## config.mk

```make
export PLATFORM = sky130hd
export DESIGN_NAME = skin_influence_top4_quantize
export DESIGN_NICKNAME = d
export VERILOG_FILES = /design/src/hw/rtl/siq_pkg.sv /design/src/hw/rtl/siq_ctrl.sv /design/src/hw/rtl/siq_dp.sv /design/src/hw/rtl/skin_influence_top4_quantize.sv
export SDC_FILE = /design/constraint.sdc
export NUM_CORES = 2
export LEC_CHECK = 0
export ABC_AREA = 1
export BUFFER_PORTS_ARGS = -buffer_cell sky130_fd_sc_hd__buf_4
export CAP_MARGIN = 5
export CORE_MARGIN = 2
export CORE_UTILIZATION = 25
export DETAILED_ROUTE_END_ITERATION = 8
export HOLD_SLACK_MARGIN = 0.15
export PLACE_DENSITY_LB_ADDON = 0.1
export SLEW_MARGIN = 20
export SYNTH_ARGS = -nofsm -noshare
export SYNTH_HDL_FRONTEND = slang
export SYNTH_SLANG_ARGS = --single-unit
export TNS_END_PERCENT = 20
```

## constraint.sdc

```tcl
create_clock -name clk -period 14.85 [get_ports clk]
set_clock_uncertainty 0.2 [all_clocks]
set_input_delay 0.7425 -clock clk [delete_from_list [all_inputs] [get_ports clk]]
set_output_delay 0.7425 -clock clk [all_outputs]
set_load 0.02 [all_outputs]
```

## src/hw/rtl/siq_pkg.sv

```systemverilog
// Package of the influence quantizer: sizes, widths and controller/datapath interfaces.
package siq_pkg;

  // Number of kept influences per vertex and number of emitted slots.
  localparam int KEPT_COUNT = 4;
  localparam int OUT_SLOTS  = 4;

  // Field and accumulator widths.
  localparam int DATA_W  = 16;
  localparam int TOTAL_W = 32;
  localparam int SUM_W   = DATA_W + $clog2(KEPT_COUNT);
  localparam int SLOT_W  = (KEPT_COUNT > 1) ? $clog2(KEPT_COUNT) : 1;
  localparam int IDX_W   = $clog2(KEPT_COUNT + 1);
  localparam int STEP_W  = $clog2(DATA_W);

  // Divider operand widths: denominator is twice the 32-bit total.
  localparam int DEN_W = TOTAL_W + 1;
  localparam int NUM_W = DEN_W + DATA_W;

  localparam logic [DATA_W-1:0] UNORM_ONE = {DATA_W{1'b1}};

  // Commands from the controller to the datapath.
  typedef struct packed {
    logic             take;
    logic             sort;
    logic             div_load;
    logic             div_step;
    logic             div_store;
    logic             out_load;
    logic [IDX_W-1:0] idx;
  } siq_cmd_t;

  // Status from the datapath to the controller.
  typedef struct packed {
    logic sum_zero;
    logic out_free;
  } siq_sts_t;

endpackage

```

## src/hw/rtl/siq_ctrl.sv

```systemverilog
// Controller of the influence quantizer: sequences accept, sort, divisions and output.
module siq_ctrl
  import siq_pkg::*;
(
  input  logic     clk,
  input  logic     rst_n,
  input  logic     in_valid,
  input  logic     in_last_of_vertex,
  output logic     in_stall,
  input  siq_sts_t sts,
  output siq_cmd_t cmd
);

  localparam logic [2:0] ST_IDLE  = 3'd0;
  localparam logic [2:0] ST_SORT  = 3'd1;
  localparam logic [2:0] ST_LOAD  = 3'd2;
  localparam logic [2:0] ST_STEP  = 3'd3;
  localparam logic [2:0] ST_STORE = 3'd4;
  localparam logic [2:0] ST_OUT   = 3'd5;

  localparam logic [IDX_W-1:0]  LAST_IDX  = IDX_W'(KEPT_COUNT);
  localparam logic [STEP_W-1:0] LAST_STEP = STEP_W'(DATA_W - 1);

  logic [2:0]        state_r, state_nxt;
  logic [IDX_W-1:0]  idx_r, idx_nxt;
  logic [STEP_W-1:0] step_r, step_nxt;

  // Input transactions are taken only while idle.
  assign in_stall = (state_r != ST_IDLE);

  // Next state and commands.
  always_comb begin
    state_nxt     = state_r;
    idx_nxt       = idx_r;
    step_nxt      = step_r;
    cmd           = '0;
    cmd.idx       = idx_r;
    case (state_r)
      ST_IDLE: begin
        cmd.take = in_valid;
        if (in_valid && in_last_of_vertex) begin
          state_nxt = ST_SORT;
        end
      end
      ST_SORT: begin
        cmd.sort  = 1'b1;
        idx_nxt   = '0;
        state_nxt = ST_LOAD;
      end
      ST_LOAD: begin
        if (sts.sum_zero) begin
          state_nxt = ST_OUT;
        end else begin
          cmd.div_load = 1'b1;
          step_nxt     = '0;
          state_nxt    = ST_STEP;
        end
      end
      ST_STEP: begin
        cmd.div_step = 1'b1;
        step_nxt     = step_r + 1'b1;
        if (step_r == LAST_STEP) begin
          state_nxt = ST_STORE;
        end
      end
      ST_STORE: begin
        cmd.div_store = 1'b1;
        if (idx_r == LAST_IDX) begin
          state_nxt = ST_OUT;
        end else begin
          idx_nxt   = idx_r + 1'b1;
          state_nxt = ST_LOAD;
        end
      end
      ST_OUT: begin
        if (sts.out_free) begin
          cmd.out_load = 1'b1;
          state_nxt    = ST_IDLE;
        end
      end
      default: begin
        state_nxt = ST_IDLE;
      end
    endcase
  end

  // State registers.
  always_ff @(posedge clk) begin
    if (!rst_n) begin
      state_r <= ST_IDLE;
      idx_r   <= '0;
      step_r  <= '0;
    end else begin
      state_r <= state_nxt;
      idx_r   <= idx_nxt;
      step_r  <= step_nxt;
    end
  end

endmodule

```

## src/hw/rtl/siq_dp.sv

```systemverilog
// Datapath of the influence quantizer: kept slots, sort, shared divider and output register.
module siq_dp
  import siq_pkg::*;
(
  input  logic              clk,
  input  logic              rst_n,
  input  siq_cmd_t          cmd,
  output siq_sts_t          sts,
  input  logic [DATA_W-1:0] in_joint_entry,
  input  logic [DATA_W-1:0] in_influence_weight,
  input  logic              out_stall,
  output logic              out_valid,
  output logic [DATA_W-1:0] out_joint [OUT_SLOTS],
  output logic [DATA_W-1:0] out_weight [OUT_SLOTS],
  output logic [DATA_W-1:0] out_dropped_share
);

  // Per-vertex accumulation state.
  logic [DATA_W-1:0]  kept_j_r [KEPT_COUNT];
  logic [DATA_W-1:0]  kept_w_r [KEPT_COUNT];
  logic [TOTAL_W-1:0] total_r;

  // Finishing state.
  logic [DATA_W-1:0]  sorted_j_r [KEPT_COUNT];
  logic [DATA_W-1:0]  sorted_w_r [KEPT_COUNT];
  logic [DATA_W-1:0]  q_r [KEPT_COUNT];
  logic [SUM_W-1:0]   sum_r;
  logic [TOTAL_W-1:0] tot_r;
  logic [TOTAL_W-1:0] rest_r;
  logic               zero_r;
  logic [DATA_W-1:0]  qsum_r;
  logic [DATA_W-1:0]  drop_r;

  // Divider registers; the low word shifts out numerator bits and fills with quotient bits.
  logic [DEN_W-1:0]  rem_r;
  logic [DATA_W-1:0] lo_r;
  logic [DEN_W-1:0]  den_r;

  // Output register.
  logic              out_valid_r;
  logic [DATA_W-1:0] out_j_r [OUT_SLOTS];
  logic [DATA_W-1:0] out_w_r [OUT_SLOTS];
  logic [DATA_W-1:0] out_drop_r;

  logic [SLOT_W-1:0]  small_c;
  logic               replace_c;
  logic [TOTAL_W:0]   tsum_c;
  logic [TOTAL_W-1:0] total_nxt;
  logic [SUM_W-1:0]   sum_c;
  logic [SLOT_W-1:0]  rank_c [KEPT_COUNT];
  logic [DATA_W-1:0]  wsel_c;
  logic [NUM_W-1:0]   num_c;
  logic [DEN_W-1:0]   den_c;
  logic [DEN_W:0]     trial_c;
  logic               ge_c;
  logic [DATA_W-1:0]  j_src [OUT_SLOTS];
  logic [DATA_W-1:0]  w_src [OUT_SLOTS];

  // First slot holding the smallest kept weight, and the saturating total.
  always_comb begin
    small_c = '0;
    for (int i = 1; i < KEPT_COUNT; i++) begin
      if (kept_w_r[i] < kept_w_r[small_c]) begin
        small_c = SLOT_W'(i);
      end
    end
    replace_c = (in_influence_weight > kept_w_r[small_c]);
    tsum_c    = {1'b0, total_r} + (TOTAL_W + 1)'(in_influence_weight);
    total_nxt = tsum_c[TOTAL_W] ? {TOTAL_W{1'b1}} : tsum_c[TOTAL_W-1:0];
  end

  // Kept sum and stable descending rank of every slot.
  always_comb begin
    int cnt;
    sum_c = '0;
    for (int i = 0; i < KEPT_COUNT; i++) begin
      sum_c = sum_c + SUM_W'(kept_w_r[i]);
    end
    for (int i = 0; i < KEPT_COUNT; i++) begin
      cnt = 0;
      for (int j = 0; j < KEPT_COUNT; j++) begin
        if ((j != i) && ((kept_w_r[j] > kept_w_r[i]) ||
            ((kept_w_r[j] == kept_w_r[i]) && (j < i)))) begin
          cnt = cnt + 1;
        end
      end
      rank_c[i] = SLOT_W'(cnt);
    end
  end

  // Divider operands: a kept weight over the kept sum, or the dropped part over the total.
  // Both are rounded half up by dividing (2*x*65535 + d) by 2*d.
  always_comb begin
    wsel_c = sorted_w_r[cmd.idx[SLOT_W-1:0]];
    if (cmd.idx == IDX_W'(KEPT_COUNT)) begin
      num_c = (NUM_W'(rest_r) << (DATA_W + 1)) - (NUM_W'(rest_r) << 1) + NUM_W'(tot_r);
      den_c = {tot_r, 1'b0};
    end else begin
      num_c = (NUM_W'(wsel_c) << (DATA_W + 1)) - (NUM_W'(wsel_c) << 1) + NUM_W'(sum_r);
      den_c = DEN_W'({sum_r, 1'b0});
    end
  end

  // One restoring division step.
  always_comb begin
    trial_c = {rem_r, lo_r[DATA_W-1]};
    ge_c    = (trial_c >= {1'b0, den_r});
  end

  // Output sources; slots past the kept count stay zero.
  generate
    for (genvar p = 0; p < OUT_SLOTS; p++) begin : g_src
      if (p < KEPT_COUNT) begin : g_kept
        assign j_src[p] = sorted_j_r[p];
        if (p == 0) begin : g_first
          assign w_src[p] = q_r[p] + UNORM_ONE - qsum_r;
        end else begin : g_rest
          assign w_src[p] = q_r[p];
        end
      end else begin : g_none
        assign j_src[p] = '0;
        assign w_src[p] = '0;
      end
    end
  endgenerate

  // Accumulation state and output valid; all cleared at reset, the accumulation state also after each vertex.
  always_ff @(posedge clk) begin
    if (!rst_n) begin
      for (int i = 0; i < KEPT_COUNT; i++) begin
        kept_j_r[i] <= '0;
        kept_w_r[i] <= '0;
      end
      total_r     <= '0;
      out_valid_r <= 1'b0;
    end else begin
      if (cmd.take) begin
        total_r <= total_nxt;
        if (replace_c) begin
          kept_w_r[small_c] <= in_influence_weight;
          kept_j_r[small_c] <= in_joint_entry;
        end
      end else if (cmd.sort) begin
        for (int i = 0; i < KEPT_COUNT; i++) begin
          kept_j_r[i] <= '0;
          kept_w_r[i] <= '0;
        end
        total_r <= '0;
      end
      if (cmd.out_load) begin
        out_valid_r <= 1'b1;
      end else if (!out_stall) begin
        out_valid_r <= 1'b0;
      end
    end
  end

  // Finishing datapath: sort, divider and output payload.
  always_ff @(posedge clk) begin
    if (cmd.sort) begin
      for (int i = 0; i < KEPT_COUNT; i++) begin
        sorted_j_r[rank_c[i]] <= kept_j_r[i];
        sorted_w_r[rank_c[i]] <= kept_w_r[i];
      end
      sum_r  <= sum_c;
      tot_r  <= total_r;
      rest_r <= total_r - TOTAL_W'(sum_c);
      zero_r <= (sum_c == '0);
      qsum_r <= '0;
    end
    if (cmd.div_load) begin
      rem_r <= num_c[NUM_W-1:DATA_W];
      lo_r  <= num_c[DATA_W-1:0];
      den_r <= den_c;
    end else if (cmd.div_step) begin
      rem_r <= ge_c ? DEN_W'(trial_c - {1'b0, den_r}) : trial_c[DEN_W-1:0];
      lo_r  <= {lo_r[DATA_W-2:0], ge_c};
    end
    if (cmd.div_store) begin
      if (cmd.idx == IDX_W'(KEPT_COUNT)) begin
        drop_r <= lo_r;
      end else begin
        q_r[cmd.idx[SLOT_W-1:0]] <= lo_r;
        qsum_r <= qsum_r + lo_r;
      end
    end
    if (cmd.out_load) begin
      for (int p = 0; p < OUT_SLOTS; p++) begin
        out_j_r[p] <= zero_r ? '0 : j_src[p];
        out_w_r[p] <= zero_r ? '0 : w_src[p];
      end
      out_drop_r <= zero_r ? '0 : drop_r;
    end
  end

  assign sts.sum_zero = zero_r;
  assign sts.out_free = !out_valid_r || !out_stall;

  assign out_valid         = out_valid_r;
  assign out_joint         = out_j_r;
  assign out_weight        = out_w_r;
  assign out_dropped_share = out_drop_r;

endmodule

```

## src/hw/rtl/skin_influence_top4_quantize.sv

```systemverilog
// Top level of the influence quantizer: controller and datapath.
//
// Input channel: one bone influence per transaction (joint, unorm16 weight, last flag).
// Output channel: one result per vertex, issued for the transaction marked last:
// the four heaviest joints in descending weight order, their weights normalised
// to total 65535, and the unorm16 share of the total weight that was dropped.
// An unmarked influence is taken without stalling and the block is ready again at once.
// A marked influence stalls the input while the vertex is finished: a sort,
// then five divisions on one shared 16-step restoring divider, each one a load,
// the division steps and a store, and then the result is registered; a vertex
// whose kept weights sum to zero skips the divisions. The divider sets the rate.
// The result sits in an output register; while the receiver stalls it holds, the
// next vertex's influences are still accepted, and only the next finish waits.
// Reset clears the kept slots, the running total and the output valid.
module skin_influence_top4_quantize
  import siq_pkg::*;
(
  input  logic              clk,
  input  logic              rst_n,
  input  logic              in_valid,
  output logic              in_stall,
  input  logic [DATA_W-1:0] in_joint_entry,
  input  logic [DATA_W-1:0] in_influence_weight,
  input  logic              in_last_of_vertex,
  output logic              out_valid,
  input  logic              out_stall,
  output logic [DATA_W-1:0] out_joint_0,
  output logic [DATA_W-1:0] out_joint_1,
  output logic [DATA_W-1:0] out_joint_2,
  output logic [DATA_W-1:0] out_joint_3,
  output logic [DATA_W-1:0] out_weight_0,
  output logic [DATA_W-1:0] out_weight_1,
  output logic [DATA_W-1:0] out_weight_2,
  output logic [DATA_W-1:0] out_weight_3,
  output logic [DATA_W-1:0] out_dropped_share
);

  siq_cmd_t          cmd;
  siq_sts_t          sts;
  logic [DATA_W-1:0] joint [OUT_SLOTS];
  logic [DATA_W-1:0] weight [OUT_SLOTS];

  // Sequencing of each transaction and each vertex finish.
  siq_ctrl u_ctrl (
    .clk               (clk),
    .rst_n             (rst_n),
    .in_valid          (in_valid),
    .in_last_of_vertex (in_last_of_vertex),
    .in_stall          (in_stall),
    .sts               (sts),
    .cmd               (cmd)
  );

  // Slots, sort, divider and output register.
  siq_dp u_dp (
    .clk                 (clk),
    .rst_n               (rst_n),
    .cmd                 (cmd),
    .sts                 (sts),
    .in_joint_entry      (in_joint_entry),
    .in_influence_weight (in_influence_weight),
    .out_stall           (out_stall),
    .out_valid           (out_valid),
    .out_joint           (joint),
    .out_weight          (weight),
    .out_dropped_share   (out_dropped_share)
  );

  assign out_joint_0  = joint[0];
  assign out_joint_1  = joint[1];
  assign out_joint_2  = joint[2];
  assign out_joint_3  = joint[3];
  assign out_weight_0 = weight[0];
  assign out_weight_1 = weight[1];
  assign out_weight_2 = weight[2];
  assign out_weight_3 = weight[3];

endmodule

```

==> reports/results.tsv <==
stage	metric	value	unit
global_route	use_met2	0.298	
route	drt_iter0_drc	3363	
yosys	synth.top_cells.by_area	edfxtp_1 (43%), ha_1 (10%), nand2_1 (7.1%)	
timing	rsz0062_at_grt	false	
route	drcViolationCount	0	
yosys	yosys.area_share.xor_xnor	0.0303	
pwr	ir_drop	131	uV
setup_path	critPathMaxStageDelay	560	ps
clock_tree	cts_buffer_depth	3	
timing	period_minus_slack	8890	ps
timing	tightest_slew	1090	ps
floorplanning	die-width	426	um
route	drt_wl_total	175000	um
placement	io_buffers	182	
setup_path	endpoint_kind	register	
yosys	async_reset_ff_frac	0	
global_route	grt_remaining_overflow	0	
pwr	p_per_area	229	nW/um^2
setup_path	critPathLaunchType	register	
yosys	synth-edff-count	644	
placement	gp_congestion	0.893	
yosys	seq_area_frac_synth	0.462	
global_route	grt_util_met1	0.277	
timing	fin_ws	5960	ps
route	via_per_inst	4.75	
yosys	muxShareOfSynthArea	0	
yosys	synthSimpleGateAreaFrac	0.159	
clock_tree	clock_latency	740	ps
clock_tree	cts-htree-levels	3	
setup_path	slowest_stage	edfxtp_1	
final_layout	synthToLayoutAreaGrowth	16.5	%
yosys	syn_area	44500	um^2
clock_tree	cts_root_buffer	clkbuf_16	
placement	placed_cells	7496	
yosys	synth_fa_ha_area_frac	0.120	
placement	post-place-ws	5950	ps
global_route	grt_max_degree	145	
route	vias	36433	
final_layout	layout_common_cells	nand2_1 (840), inv_1 (714), edfxtp_1 (644)	
timing	fin_tns_setup	0	ps
clock_tree	cts_resized	0	
yosys	synth_flop_cell	edfxtp_1	
clock_tree	clock_sinks	705	
route	dr.pass1.iters	6	
final_layout	n_fill_cell	18896	
timing	max_freq	113	MHz
clock_tree	numCtsBuffers	88	
timing	slew_violations	0	
setup_path	critPathRequiredTime	14990	ps
floorplanning	pin_count	183	
route	ant_nets	0	
pwr	p_leak	0.0217	uW
final_layout	utilization	0.294	
yosys	syn_inst	5061	
timing	min_period_over_period	0.599	
timing	relSlewSlack	0.271	
floorplanning	fp.dieArea	182000	um^2
global_route	grt_pass1_wl	251000	um
timing	hold_violations	0	
global_route	grt_pass1_vias	34846	
job	max_cap_violations	0	
yosys	synth_seq_cells	705	
setup_path	arrival	9030	ps
setup_path	critPathMaxFanout	51	
yosys	synth-compound-area-share	0.151	
yosys	synthesis.nets	5502	
floorplanning	core	176000	um^2
yosys	yosys_warnings	0	
setup_path	worst_path_most_repeated_cell	nand2_1	
setup_path	critPathKind	register to register	
placement	dp_hpwl	135000	um
yosys	post_synth.cell_area_avg	8.80	um^2
global_route	global_route.peak_usage_layer	met2	
route	wl_per_cell	22.8	um
yosys	yosysTopAreaCell	edfxtp_1	
final_layout	finalNetCount	5690	
global_route	antenna_found_initial	13	
final_layout	fin_cells	7664	
floorplanning	fp-row-count	154	
global_route	use_met3	0.0277	
floorplanning	die_y	426	um
floorplanning	start_util	0.252	
yosys	synth_top_area_share	0.434	
final_layout	multi_input_area	20600	um^2
final_layout	drive_gt1_frac	0.0919	
yosys	yosysUniqueCellTypes	71	
clock_tree	cts_tree	built	
final_layout	final_common_cell	nand2_1	
clock_tree	cts_setup_buffers	0	
run_status	status	completed	
yosys	synth_top_family_by_area	simple AND/OR/NAND/NOR gates	
clock_tree	clkTransAtPathRegs	60	ps
global_route	track_usage	0.190	
final_layout	regArea	20600	um^2
timing	setup_viol	0	
clock_tree	cts-hold-fix-buffers	3	
min_path	hp-class	input port to register	
==> per-layer routing <==
layer	wire (um)	part of all wire	up-vias
met4	2080	0.012	0
li1	-	-	17711
met5	0	0	-
met1	84500	0.48	17553
met3	9570	0.055	129
met2	78400	0.45	1040
==> worst max-delay path, delay by kind of cell (launching register included) <==
| family | cells | cell delay [ps] |
|---|---|---|
| AOI/OAI and AO/OA | 11 | 2210 |
| DFF | 1 | 560 |
| and+or+nand+nor | 20 | 2200 |
| buffers and inverters | 9 | 1990 |
| adders and majority gates | 4 | 1310 |
==> state kept, by name, indices dropped and copies added, names as in the netlist, 18 cells and up, named ones only <==
name / count
u_dp.total_r: 32
u_dp.rest_r: 32
u_dp.sorted_w_r: 64
u_dp.sum_r: 18
u_dp.q_r: 64
u_dp.sorted_j_r: 64
u_dp.tot_r: 32
u_dp.kept_j_r: 64
u_dp.kept_w_r: 64
u_dp.den_r: 32
u_dp.rem_r: 33
==> power by group <==
part	leakage (uW)	internal (uW)	total, uW	switching (uW)
clock	0.00143	1280	2230	943
combinational	0.0137	1930	6350	4420
sequential	0.00657	2950	3310	359
total	0.0217	6170	11900	5720
==> worst paths after layout <==
check | from | endpoint | slack, ps | cells after the start
max | u_dp.kept_w_r[0][7] | u_dp.kept_j_r[0][6] | 5960 | 44
min | in_joint_entry[1] | u_dp.kept_j_r[0][1] | 210 | 3
max reg2reg | u_dp.kept_w_r[0][7] | u_dp.kept_j_r[0][6] | 5960 | 44
min reg2reg | u_dp.total_r[30] | u_dp.tot_r[30] | 260 | 0
==> area by class of cell <==
cell class              instances  share of cell area
well taps                    2340              0.0565
clock inverters                44              0.0119
diodes                          5            0.000241
flip-flops and latches        705               0.396
multi-input cells            3459               0.398
repair buffers                263              0.0385
inverters                     732              0.0531
clock buffers                 116              0.0458
==> synth_stat cells (all sizes together), types with 2 or more instances <==
master / number
nor2: 495
o21ai: 473
o21bai: 19
dfxtp: 61
xnor2: 50
edfxtp: 644
a21o: 5
nor3: 50
nor4: 9
o31ai: 10
a32o: 7
nand2: 857
and2: 3
ha: 364
nand4: 25
o211ai: 27
or2: 7
fa: 40
inv: 730
a21oi: 423
nand3b: 4
a32oi: 6
o221a: 2
o221ai: 10
clkinv: 2
clkbuf: 124
o22a: 2
nor3b: 2
o311ai: 5
a31oi: 97
o21a: 33
o22ai: 30
buf: 41
a211oi: 19
a221oi: 4
a21boi: 14
a2111oi: 3
nand3: 255
xor2: 102
==> through the flow <==
stage	total power, uW	area (um^2)	hold WS (ps)
2_1_floorplan	7330	44500	206
3_3_place_gp	9720	48800	255
3_5_place_dp	9680	48800	262
4_1_cts	12000	51800	157
5_1_grt	12800	51800	198
6_report	11900	51900	209
==> kinds of logic after synthesis <==
kind of cell               count (synthesis)
and+or+nand+nor                         1708
AOI/OAI and AO/OA                       1195
buffers and inverters                    897
DFF                                      705
adders and majority gates                404
xor gates and xnor gates                 152
(Power assumes the default switching activity.)
